## config.mk

```make
export PLATFORM = sky130hd
export DESIGN_NAME = touch_to_gamepad_mapper_top
export DESIGN_NICKNAME = d
export VERILOG_FILES = /design/src/design/tgm_pkg.sv /design/src/design/tgm_divider.sv /design/src/design/touch_to_gamepad_mapper_top.sv
export SDC_FILE = /design/constraint.sdc
export NUM_CORES = 2
export LEC_CHECK = 0
export ABC_AREA = 1
export BUFFER_PORTS_ARGS = -buffer_cell sky130_fd_sc_hd__buf_2
export CAP_MARGIN = 5
export CORE_ASPECT_RATIO = 1.4
export CORE_MARGIN = 2
export CORE_UTILIZATION = 30
export CTS_CLUSTER_DIAMETER = 120
export DETAILED_ROUTE_END_ITERATION = 10
export GPL_ROUTABILITY_DRIVEN = 0
export SETUP_SLACK_MARGIN = 0.1
export SLEW_MARGIN = 20
export SYNTH_ARGS = -nofsm -noshare
export SYNTH_HDL_FRONTEND = slang
export SYNTH_HIERARCHICAL = 1
export SYNTH_SLANG_ARGS = --single-unit
```

## constraint.sdc

```tcl
create_clock -name clk_i -period 32.2 [get_ports clk_i]
set_clock_uncertainty 0.1 [all_clocks]
set_input_delay 3.22 -clock clk_i [delete_from_list [all_inputs] [get_ports clk_i]]
set_output_delay 3.22 -clock clk_i [all_outputs]
set_load 0.02 [all_outputs]
```

## src/design/tgm_pkg.sv

```systemverilog
`timescale 1ns / 1ps
package tgm_pkg;
  localparam int unsigned CfgIdxW = 2;
  localparam logic [1:0] CfgZone   = 2'd0;
  localparam logic [1:0] CfgTravel = 2'd1;
  localparam logic [1:0] CfgBtnR   = 2'd2;
  localparam logic [1:0] CfgStartR = 2'd3;

  localparam logic [1:0] KindDown   = 2'd0;
  localparam logic [1:0] KindMotion = 2'd1;
  localparam logic [1:0] KindUp     = 2'd2;
  localparam logic [1:0] KindNone   = 2'd3;

  localparam logic [16:0] AxisFull = 17'd32767;
  localparam int unsigned NumCircles = 5;

  function automatic logic [15:0] circle_cx(input logic [2:0] k);
    unique case (k)
      3'd0: circle_cx = 16'd60948;
      3'd1: circle_cx = 16'd52429;
      3'd2: circle_cx = 16'd52429;
      3'd3: circle_cx = 16'd60948;
      default: circle_cx = 16'd57016;
    endcase
  endfunction

  function automatic logic [15:0] circle_cy(input logic [2:0] k);
    unique case (k)
      3'd0: circle_cy = 16'd45875;
      3'd1: circle_cy = 16'd51118;
      3'd2: circle_cy = 16'd19661;
      3'd3: circle_cy = 16'd14418;
      default: circle_cy = 16'd61604;
    endcase
  endfunction

  typedef struct packed {
    logic        start;
    logic [33:0] num;
    logic [17:0] den;
  } div_req_t;
endpackage

```

## src/design/tgm_divider.sv

```systemverilog
`timescale 1ns / 1ps
// Restoring unsigned divider, one quotient bit per cycle.
module tgm_divider
  import tgm_pkg::*;
(
  input  logic        clk_i,
  input  logic        rst_ni,
  input  div_req_t    req_i,
  output logic        busy_o,
  output logic [33:0] quot_o
);
  logic [33:0] q_q, q_d;
  logic [17:0] rem_q, rem_d;
  logic [17:0] den_q, den_d;
  logic [5:0]  cnt_q, cnt_d;
  logic [18:0] trial;

  assign trial = {rem_q, q_q[33]} - {1'b0, den_q};

  always_comb begin
    q_d = q_q;
    rem_d = rem_q;
    den_d = den_q;
    cnt_d = cnt_q;
    if (req_i.start) begin
      q_d = req_i.num;
      rem_d = '0;
      den_d = req_i.den;
      cnt_d = 6'd34;
    end else if (cnt_q != 6'd0) begin
      if (!trial[18]) begin
        rem_d = trial[17:0];
        q_d = {q_q[32:0], 1'b1};
      end else begin
        rem_d = {rem_q[16:0], q_q[33]};
        q_d = {q_q[32:0], 1'b0};
      end
      cnt_d = cnt_q - 6'd1;
    end
  end

  always_ff @(posedge clk_i or negedge rst_ni) begin
    if (!rst_ni) begin
      cnt_q <= '0;
    end else begin
      cnt_q <= cnt_d;
    end
  end

  always_ff @(posedge clk_i) begin
    q_q <= q_d;
    rem_q <= rem_d;
    den_q <= den_d;
  end

  assign busy_o = (cnt_q != 6'd0) || req_i.start;
  assign quot_o = q_q;
endmodule

```

## src/design/touch_to_gamepad_mapper_top.sv

```systemverilog
`timescale 1ns / 1ps
// Touch to gamepad mapper. Takes finger down/motion/up items and emits one gamepad
// state item per handled event (none for a down with no free slot, a motion with an
// unknown finger, or kind 3). After the accepting edge the slot search walks the
// slots; the scan then squares the two radii and the travel on the one shared
// 17x17 squarer, then passes each free or stick slot and squares dx and dy for each
// of the NumCircles circles per button finger. A held stick adds a bit-by-bit root
// and two divisions on the divider before the output register is loaded.
// s_axis_tready is low while an event is processed; the result sits in an output
// register and the next item is accepted while it waits.
module touch_to_gamepad_mapper_top
  import tgm_pkg::*;
#(
  parameter int unsigned NUM_SLOTS = 8
) (
  input  logic         clk_i,
  input  logic         rst_ni,
  input  logic         cfg_we_i,
  input  logic [1:0]   cfg_idx_i,
  input  logic [15:0]  cfg_data_i,
  input  logic         s_axis_tvalid,
  output logic         s_axis_tready,
  // low to high: finger_id[15:0], touch_x[31:16], touch_y[47:32]
  input  logic [47:0]  s_axis_tdata,
  // kind[1:0]
  input  logic [1:0]   s_axis_tuser,
  output logic         m_axis_tvalid,
  input  logic         m_axis_tready,
  // low to high: button_mask[4:0], stick_active[5], stick_x[21:6], stick_y[37:22],
  // origin_x[53:38], origin_y[69:54], current_x[85:70], current_y[101:86], zero pad
  output logic [103:0] m_axis_tdata
);
  localparam int unsigned SW = (NUM_SLOTS > 1) ? $clog2(NUM_SLOTS) : 1;
  localparam logic [SW:0] LastSlot = (SW + 1)'(NUM_SLOTS - 1);

  typedef enum logic [8:0] {
    StIdle  = 9'b000000001,
    StFind  = 9'b000000010,
    StScan  = 9'b000000100,
    StRoot  = 9'b000001000,
    StDivX  = 9'b000010000,
    StWaitX = 9'b000100000,
    StDivY  = 9'b001000000,
    StWaitY = 9'b010000000,
    StOut   = 9'b100000000
  } state_e;

  state_e state_q, state_d;

  logic [15:0] zone_q, travel_q, btnr_q, startr_q;
  logic [NUM_SLOTS-1:0] act_q, own_q;
  logic [15:0] fid_q [NUM_SLOTS];
  logic [31:0] org_q [NUM_SLOTS];
  logic [31:0] pos_q [NUM_SLOTS];
  logic held_q;

  logic [1:0]  kind_q;
  logic [15:0] id_q, x_q, y_q;
  logic [SW:0] idx_q;
  logic [2:0]  circ_q;
  logic [4:0]  mask_q;
  logic        stick_q;
  logic [31:0] sorg_q, scur_q;
  logic [35:0] acc_q;
  logic        sq_ph_q;
  logic [33:0] rv_q, rres_q, rbit_q;
  logic [17:0] div_q;
  logic [15:0] ax_q;
  logic        divgo_q;
  logic [31:0] r2b_q, r2s_q, t2_q;

  logic        ov_q;
  logic [103:0] od_q;

  logic [SW-1:0] idx;
  assign idx = idx_q[SW-1:0];

  // shared squarer
  logic [16:0] sq_a;
  logic [33:0] sq_p;
  assign sq_p = sq_a * sq_a;

  logic [15:0] px, py, ccx, ccy, rr;
  logic [31:0] r2;
  assign px  = pos_q[idx][15:0];
  assign py  = pos_q[idx][31:16];
  assign ccx = circle_cx(circ_q);
  assign ccy = circle_cy(circ_q);
  assign rr  = (circ_q == 3'd4 || circ_q == 3'd6) ? startr_q : btnr_q;
  assign r2  = (circ_q == 3'd4) ? r2s_q : r2b_q;

  logic [16:0] ddx, ddy, sdx, sdy;
  assign ddx = (px >= ccx) ? {1'b0, px - ccx} : {1'b0, ccx - px};
  assign ddy = (py >= ccy) ? {1'b0, py - ccy} : {1'b0, ccy - py};
  logic signed [16:0] sdxs, sdys;
  assign sdxs = $signed({1'b0, scur_q[15:0]}) - $signed({1'b0, sorg_q[15:0]});
  assign sdys = $signed({1'b0, scur_q[31:16]}) - $signed({1'b0, sorg_q[31:16]});
  assign sdx = sdxs[16] ? 17'(-sdxs) : sdxs;
  assign sdy = sdys[16] ? 17'(-sdys) : sdys;

  logic [1:0] sq_sel;
  always_comb begin
    unique case (sq_sel)
      2'd0: sq_a = sq_ph_q ? ddy : ddx;
      2'd1: sq_a = {1'b0, rr};
      2'd2: sq_a = sq_ph_q ? sdy : sdx;
      default: sq_a = {1'b0, travel_q};
    endcase
  end

  div_req_t dreq;
  logic dbusy;
  logic [33:0] dquot;
  tgm_divider u_div (.clk_i, .rst_ni, .req_i(dreq), .busy_o(dbusy), .quot_o(dquot));

  logic [16:0] absd;
  assign absd = (state_q == StDivX) ? sdx : sdy;
  always_comb begin
    dreq.start = divgo_q;
    dreq.num = 34'(absd) * 34'(AxisFull);
    dreq.den = div_q;
  end

  logic [15:0] axis_q_w;
  logic neg;
  assign neg = (state_q == StWaitX) ? sdxs[16] : sdys[16];
  assign axis_q_w = neg ? 16'(-dquot[15:0]) : dquot[15:0];

  logic take;
  assign s_axis_tready = (state_q == StIdle);
  assign take = s_axis_tvalid && s_axis_tready;

  logic [35:0] rtrial;
  assign rtrial = {2'b0, rres_q} + {2'b0, rbit_q};

  logic slot_hit;
  assign slot_hit = act_q[idx] && fid_q[idx] == id_q;

  always_comb begin
    state_d = state_q;
    sq_sel = 2'd0;
    unique case (state_q)
      StIdle: if (take) state_d = StFind;
      StFind: begin
        if (kind_q == KindDown ? !act_q[idx] : slot_hit) state_d = StScan;
        else if (idx_q == LastSlot) state_d = (kind_q == KindUp) ? StScan : StIdle;
      end
      StScan: sq_sel = 2'd0;
      StRoot: sq_sel = 2'd2;
      StDivX, StWaitX, StDivY, StWaitY, StOut: sq_sel = 2'd2;
      default: state_d = StIdle;
    endcase
    if (state_q == StScan) begin
      if (circ_q == 3'd7) sq_sel = 2'd3;
      else if (circ_q >= 3'd5) sq_sel = 2'd1;
    end
  end

  always_ff @(posedge clk_i or negedge rst_ni) begin
    if (!rst_ni) begin
      state_q <= StIdle;
      zone_q <= 16'd29491;
      travel_q <= 16'd8520;
      btnr_q <= 16'd4915;
      startr_q <= 16'd3604;
      act_q <= '0;
      own_q <= '0;
      held_q <= 1'b0;
      ov_q <= 1'b0;
      divgo_q <= 1'b0;
    end else begin
      divgo_q <= 1'b0;
      if (cfg_we_i) begin
        unique case (cfg_idx_i)
          CfgZone:   zone_q <= cfg_data_i;
          CfgTravel: travel_q <= cfg_data_i;
          CfgBtnR:   btnr_q <= cfg_data_i;
          default:   startr_q <= cfg_data_i;
        endcase
      end
      if (ov_q && m_axis_tready) ov_q <= 1'b0;
      unique case (state_q)
        StIdle: begin
          if (take) begin
            kind_q <= s_axis_tuser;
            id_q <= s_axis_tdata[15:0];
            x_q <= s_axis_tdata[31:16];
            y_q <= s_axis_tdata[47:32];
            idx_q <= '0;
            state_q <= (s_axis_tuser == KindNone) ? StIdle : StFind;
          end
        end
        StFind: begin
          if (kind_q == KindDown ? !act_q[idx] : slot_hit) begin
            unique case (kind_q)
              KindDown: begin
                act_q[idx] <= 1'b1;
                fid_q[idx] <= id_q;
                org_q[idx] <= {y_q, x_q};
                pos_q[idx] <= {y_q, x_q};
                own_q[idx] <= (x_q < zone_q) && !held_q;
              end
              KindMotion: pos_q[idx] <= {y_q, x_q};
              default: begin
                act_q[idx] <= 1'b0;
                own_q[idx] <= 1'b0;
              end
            endcase
            state_q <= StScan;
          end else if (idx_q == LastSlot) begin
            state_q <= (kind_q == KindUp) ? StScan : StIdle;
          end else begin
            idx_q <= idx_q + 1'b1;
          end
          if (state_d == StScan) begin
            idx_q <= '0;
            circ_q <= 3'd5;
            sq_ph_q <= 1'b0;
            mask_q <= '0;
            stick_q <= 1'b0;
          end
        end
        StScan: begin
          // circ_q 5..7 square the button radius, start radius and travel first;
          // then per button finger slot: for each circle square dx then dy, then compare to r*r
          if (circ_q >= 3'd5) begin
            unique case (circ_q)
              3'd5:    r2b_q <= sq_p[31:0];
              3'd6:    r2s_q <= sq_p[31:0];
              default: t2_q <= sq_p[31:0];
            endcase
            circ_q <= (circ_q == 3'd7) ? 3'd0 : circ_q + 3'd1;
          end else if (!act_q[idx] || own_q[idx]) begin
            if (act_q[idx]) begin
              stick_q <= 1'b1;
              sorg_q <= org_q[idx];
              scur_q <= pos_q[idx];
            end
            circ_q <= '0;
            sq_ph_q <= 1'b0;
            if (idx_q == LastSlot) state_q <= StRoot;
            else idx_q <= idx_q + 1'b1;
          end else if (!sq_ph_q) begin
            acc_q <= {2'b0, sq_p};
            sq_ph_q <= 1'b1;
          end else begin
            if (acc_q + {2'b0, sq_p} <= {4'b0, r2})
              mask_q[circ_q] <= 1'b1;
            sq_ph_q <= 1'b0;
            if (circ_q == 3'(NumCircles - 1)) begin
              circ_q <= '0;
              if (idx_q == LastSlot) state_q <= StRoot;
              else idx_q <= idx_q + 1'b1;
            end else begin
              circ_q <= circ_q + 3'd1;
            end
          end
          if (circ_q < 3'd5 && (idx_q == LastSlot) &&
              (!act_q[idx] || own_q[idx] || (sq_ph_q && circ_q == 3'(NumCircles - 1)))) begin
            acc_q <= '0;
            rbit_q <= '0;
            circ_q <= '0;
          end
        end
        StRoot: begin
          // circ_q 0: dx^2, 1: dy^2 and setup, 2: bit-by-bit root
          if (!stick_q) begin
            state_q <= StOut;
          end else if (circ_q == 3'd0) begin
            acc_q <= {2'b0, sq_p};
            sq_ph_q <= 1'b1;
            circ_q <= 3'd1;
          end else if (circ_q == 3'd1) begin
            rv_q <= 34'(acc_q + {2'b0, sq_p});
            rres_q <= '0;
            rbit_q <= 34'd1 << 32;
            circ_q <= 3'd2;
          end else if (rbit_q != '0) begin
            if ({2'b0, rv_q} >= rtrial) begin
              rv_q <= rv_q - 34'(rtrial);
              rres_q <= (rres_q >> 1) + rbit_q;
            end else begin
              rres_q <= rres_q >> 1;
            end
            rbit_q <= rbit_q >> 2;
          end else begin
            // d2 = rv original lost; compare via result: d2 > T^2 iff root path
            state_q <= StDivX;
            divgo_q <= 1'b1;
          end
          if (circ_q == 3'd1) begin
            if (34'(acc_q + {2'b0, sq_p}) <= {2'b0, t2_q})
              div_q <= {2'b0, travel_q};
            else
              div_q <= 18'h3ffff;
          end
          if (circ_q == 3'd2 && rbit_q == '0 && div_q == 18'h3ffff)
            div_q <= {1'b0, rres_q[16:0]};
        end
        StDivX: state_q <= StWaitX;
        StWaitX: if (!dbusy) begin
          ax_q <= (div_q == '0) ? 16'd0 : axis_q_w;
          divgo_q <= 1'b1;
          state_q <= StDivY;
        end
        StDivY: state_q <= StWaitY;
        StWaitY: if (!dbusy) state_q <= StOut;
        StOut: if (!ov_q || m_axis_tready) begin
          ov_q <= 1'b1;
          held_q <= stick_q;
          od_q <= stick_q ?
            {2'b0, scur_q[31:16], scur_q[15:0], sorg_q[31:16], sorg_q[15:0],
             ((div_q == '0) ? 16'd0 : axis_q_w), ax_q, 1'b1, mask_q} :
            {2'b0, 96'd0, 1'b0, mask_q};
          state_q <= StIdle;
        end
        default: state_q <= StIdle;
      endcase
    end
  end

  assign m_axis_tvalid = ov_q;
  assign m_axis_tdata  = od_q;
endmodule

```

## Yosys cells after proc, flatten, opt, wreduce, memory -nomap -nowiden

Memory sizes are Yosys's and may differ from the RTL's. A register that Yosys moved wholly into a read port is not among the register bits.
Cells that the tools add are included.

| word-level totals | value |
|---|---|
| bits in registers | 636 |
| memory bits (writable) | 640 |
| output and inout port bits | 106 |
| word-level logic and storage cells | 340 |
| memories | 3 |

| cells by class | value |
|---|---|
| $add $sub $neg | 17 |
| multipliers | 2 |
| magnitude comparators | 12 |
| eq/ne operators | 54 |
| mux-type cells | 136 |
| bitwise logic cells | 12 |
| reduce and logical (&&, ||, !) cells | 67 |

Memories:

| name | words | bits a word | rd ports | clocked after Yosys merged registers in | wr ports | RTL line | text |
|---|---|---|---|---|---|---|---|
| org_q | 8 | 32 | 1 | 1 | 1 | touch_to_gamepad_mapper_top.sv:53 | `logic [31:0] org_q [NUM_SLOTS];` |
| pos_q | 8 | 32 | 1 | 1 | 1 | touch_to_gamepad_mapper_top.sv:54 | `logic [31:0] pos_q [NUM_SLOTS];` |
| fid_q | 8 | 16 | 1 | 1 | 1 | touch_to_gamepad_mapper_top.sv:52 | `logic [15:0] fid_q [NUM_SLOTS];` |

Operators by type and width:

| kind | number |
|---|---|
| $mux 34 | 10 |
| $mux 36 | 6 |
| $mux 9 | 16 |
| $mux 32 | 4 |
| $mux 16 | 6 |
| $mux 17 | 5 |
| $pmux 9 s9 | 1 |
| $pmux 36 s2 | 1 |
| $pmux 34 s2 | 1 |
| $pmux 16 s4 | 1 |
| $sub 16x16->16 | 4 |
| $mux 18 | 3 |
| $pmux 17 s3 | 1 |
| $mux 3 | 13 |
| $add 36x34->36 | 1 |
| $le 36x32->1 | 1 |
| $add 34x34->35 | 1 |
| $ge 34x35->1 | 1 |
| $add 33x34->34 | 1 |
| $le 34x32->1 | 1 |
| $logic_not 34->1 | 1 |
| $mul 17x17->34 | 1 |
| $neg 17->17 | 2 |
| $reduce_bool 34->1 | 1 |
| other kinds (78) | 217 |

## Depth between registers and ports, before layout

| logic depth | value |
|---|---|
| depth in word-level cells | 16 |
| depth in mapped cells | 77 |

## By module

The synthesis kept the hierarchy.

Modules (own cells, without submodules):

| module | instances | cells each | area each (um^2) |
|---|---|---|---|
| touch_to_gamepad_mapper_top | 1 | 7,573 | 74,154.9 |
| tgm_divider | 1 | 612 | 4,740.8 |

## Worst setup path after synthesis

Ideal clock, no wire load.

| path | value |
|---|---|
| kind | register to register |
| start point | reg with a tool-made name |
| end point | reg mask_q[0] (enable) |
| setup time | 0.351 ns |
| data arrival time | 11.496 ns |
| required time | 31.749 ns |
| path slack | 20.253 ns |
| cell stages (with the launch flop) | 63 |
| buffers on the path | 8 |
| cells stage by stage | dfxtp_1 -> buf_4 -> buf_2 -> buf_2 -> clkbuf_1 -> clkbuf_1 -> nor2_1 -> o22ai_1 -> inv_1 -> o21ai_0 -> inv_1 -> fa_1 -> nor2_1 -> nor2_1 -> o21ai_1 -> nand2_1 -> nand3_1 -> buf_2 -> [27 not listed] -> o21ai_0 -> a21oi_1 -> nand2_1 -> a21boi_0 -> o21ai_1 -> a21oi_1 -> o21ai_0 -> xor2_1 -> ha_1 -> nand2_1 -> nor2_1 -> a211oi_1 -> o21ai_0 -> a21oi_1 -> nor2_1 -> o21ai_0 -> nand4_1 -> a21oi_1 |

RTL lines:

| element | RTL line | text |
|---|---|---|
| end signal, assigned | touch_to_gamepad_mapper_top.sv:219 | `mask_q <= '0;` |
| end signal, assigned by index | touch_to_gamepad_mapper_top.sv:248 | `mask_q[circ_q] <= 1'b1;` |
| end, declared | touch_to_gamepad_mapper_top.sv:61 | `logic [4:0] mask_q;` |

==> metrics.md <==
| Metric | Value |
|---|---|
| Final HPWL DP | 171000 microns |
| Endpoints failing hold | 0 |
| Final design utilization | 33.9% |
| CTS resizes | 0 |
| Critical Path RT | 32.57 ns |
| Syn_area_per_cell | 9.64 sq um |
| Clock latency on the worst-skew pair | 0.83 ns |
| Overall Global Routing Usage | 17.3% |
| Number of flops mapped to enable cells by yosys | 1167 |
| Arrival time worst endpoint | 16.36 ns |
| First-pass GRT wire length | 355000 microns |
| Buffer count from post-CTS setup fixing | 0 |
| GRT met2 Usage | 30.7% |
| Height of the die | 611 microns |
| Initial antenna violation count | 8 |
| Port bufs | 176 |
| Top cells by area, synth | edfxtp_1, fa_1, ha_1, nand2_1, inv_1 |
| Clock buffer depth | 3 |
| WL final | 235000 microns |
| Setup TNS | 0 ns |
| TritonCTS Buffers | 139 |
| Least-Margin Pin Slew | 1.13 ns |
| Fin crit share | 49.7% |
| Yosys warns | 6 |
| Worst-path fanout max | 81 |
| Vias in the first global route | 59513 |
| Largest net degree at the start of global routing | 190 |
| Die Area | 0.267 sq mm |
| P&R area growth vs syn | 12.4% |
| Synth cell types | 77 |
| Syn Inst Count | 8185 |
| Clock slew at reported path FFs | 0.06 ns |
| Slew HR | 24.8% |
| Wire length per cell | 19.7 microns |
| Root buffer cell | clkbuf_16 |
| Min cycle time layout | 15.99 ns |
| Cell mode on critical path | inv_1 |
| Worst min path class | register to register |
| CP max stage delay | 0.75 ns |
| Setup Viol. Count Final | 0 |
| Cell Area, Synth | 0.0789 sq mm |
| Synthesized flop and latch total | 1286 |
| Layout cells sized above 1 | 8.14% |
| Commonest non-fill, non-tap cell in the layout | nand2_1 |
| Ports | 179 |
| F_max | 62.5 MHz |
| Final net count | 9252 |
| Synth Flop Type | edfxtp_1 |
| Most frequent cells in the layout | nand2_1, inv_1, edfxtp_1 |
| CTS H-tree depth | 4 |
| Post-CTS Hold Fix Bufs | 0 |
| Flop2flop setup slack | 16.21 ns |
| Top cell type's share of synthesized area | 44.4% |
| DRC Markers | 0 |
| Slowest CP cell | buf_4 |
| Drt pass-1 iters | 8 |
| Sink Count | 1286 |
| Met3 Track Usage GR | 2.38% |
| Congestion Overflow GR | 0 |
| Final Max Tran Viols | 0 |
| Area leader, netlist | edfxtp_1 |
| Sequential-to-total area share from yosys stat | 48.1% |
| Async S/R FF share, synth | 7.62% |
| Core area | 0.261 sq mm |
| Grt met1 use | 20.0% |
| RSZ-0062 raised after global routing | false |
| ANT nets after route | 0 |
| Vias | 58855 |
| Die Wd | 437 microns |
| Initial DRC count | 4878 |
| Crit end category | register |
| Max_cap viols | 0 |
| # rows | 222 |
| Initial Util | 30.2% |
| Run status | complete, no violations |
| CTS tree | built |
| Grt peak-use layer | met2 |
| Startpoint types | register |
| Vias per cell | 4.92 |
| Kind of critical path | register to register |
[logic make-up (layout without fill, tap and decap cells)]
logic type               after synthesis  count (layout)  share of synthesized area [%]
multiplexers                          44              44                          0.576
buffers and inverters               1570            1866                           7.75
XOR/XNOR                             225             225                           2.50
AND/OR/NAND/NOR                     2976            2976                           16.0
flip-flops                          1286            1286                           48.1
AO/OA/AOI/OAI                       1281            1281                           9.31
other                                  2              18                        0.00952
adder cells (fa/ha/maj)              801             801                           15.7
[per-stage QoR]
stage	instances	area (sq um)	hold WS, ns	worst slack (ns)
floorplan	8198	78900	0.324	20.25
global placement	11709	84000	0.345	16.98
detailed placement	11709	84000	0.349	16.62
CTS	11966	88700	0.363	16.58
global route	11967	88700	0.392	15.04
finish	11969	88700	0.362	16.21
[worst paths after layout]
check                      depth (start not counted)  startpoint               to
setup reg to reg                                  60    register        mask_q[0]
min in group asynchronous                          1      rst_ni         own_q[3]
hold reg to reg                                    0   mask_q[4]  m_axis_tdata[4]
setup / recovery                                  60    register        mask_q[0]
max in group asynchronous                          2      rst_ni       zone_q[11]
hold / removal                                     0   mask_q[4]  m_axis_tdata[4]
[sequential cells by signal, summed over array words and instances, names as in the netlist, 33 cells and up, named ones only]
name / cells
rres_q: 34
rv_q: 34
pos_q: 256
fid_q: 128
u_div/quot_o: 34
m_axis_tdata: 102
acc_q: 33
org_q: 256
[layout make-up]
class                   instances  area, sq um
inverters                    1348         5070
well taps                    3472         4340
flip-flops and latches       1286        38000
fillers                     26214       173000
clock buffers                 182         3670
diodes                          3         7.51
repair buffers                261         1530
clock inverters                75          998
multi-input cells            5342        35100
[routing by layer]
metal,vias to the layer above,wire length [microns]
li1,27684,-
met1,28653,90700
met2,1961,118000
met3,553,13200
met4,4,13600
met5,-,29
[synth_stat cells, drive strengths merged, types with 29 or more instances]
library cell  number
a21oi            348
mux2i             33
a221oi            42
dfrtp             72
ha               485
o22ai             74
o21ai            578
xnor2             78
nand3            348
nor4              42
nor2             703
inv             1341
nor3              86
a22oi             39
edfxtp          1167
nand2           1629
fa               316
xor2             147
nand4             96
or2               29
clkbuf           143
buf               79
[critical path, delay by kind of cell (launching register included)]
family                     cells  cell delay (ns)
AOI/OAI and AO/OA             19             4.53
and+or+nand+nor               16             2.58
DFF                            1             0.37
adders and majority gates     10             4.12
buffers and inverters         13             3.04
xor gates and xnor gates       2             0.71
Power is not shown: default switching activity piles up to over one toggle a cycle in this logic, so the estimate is an artifact.
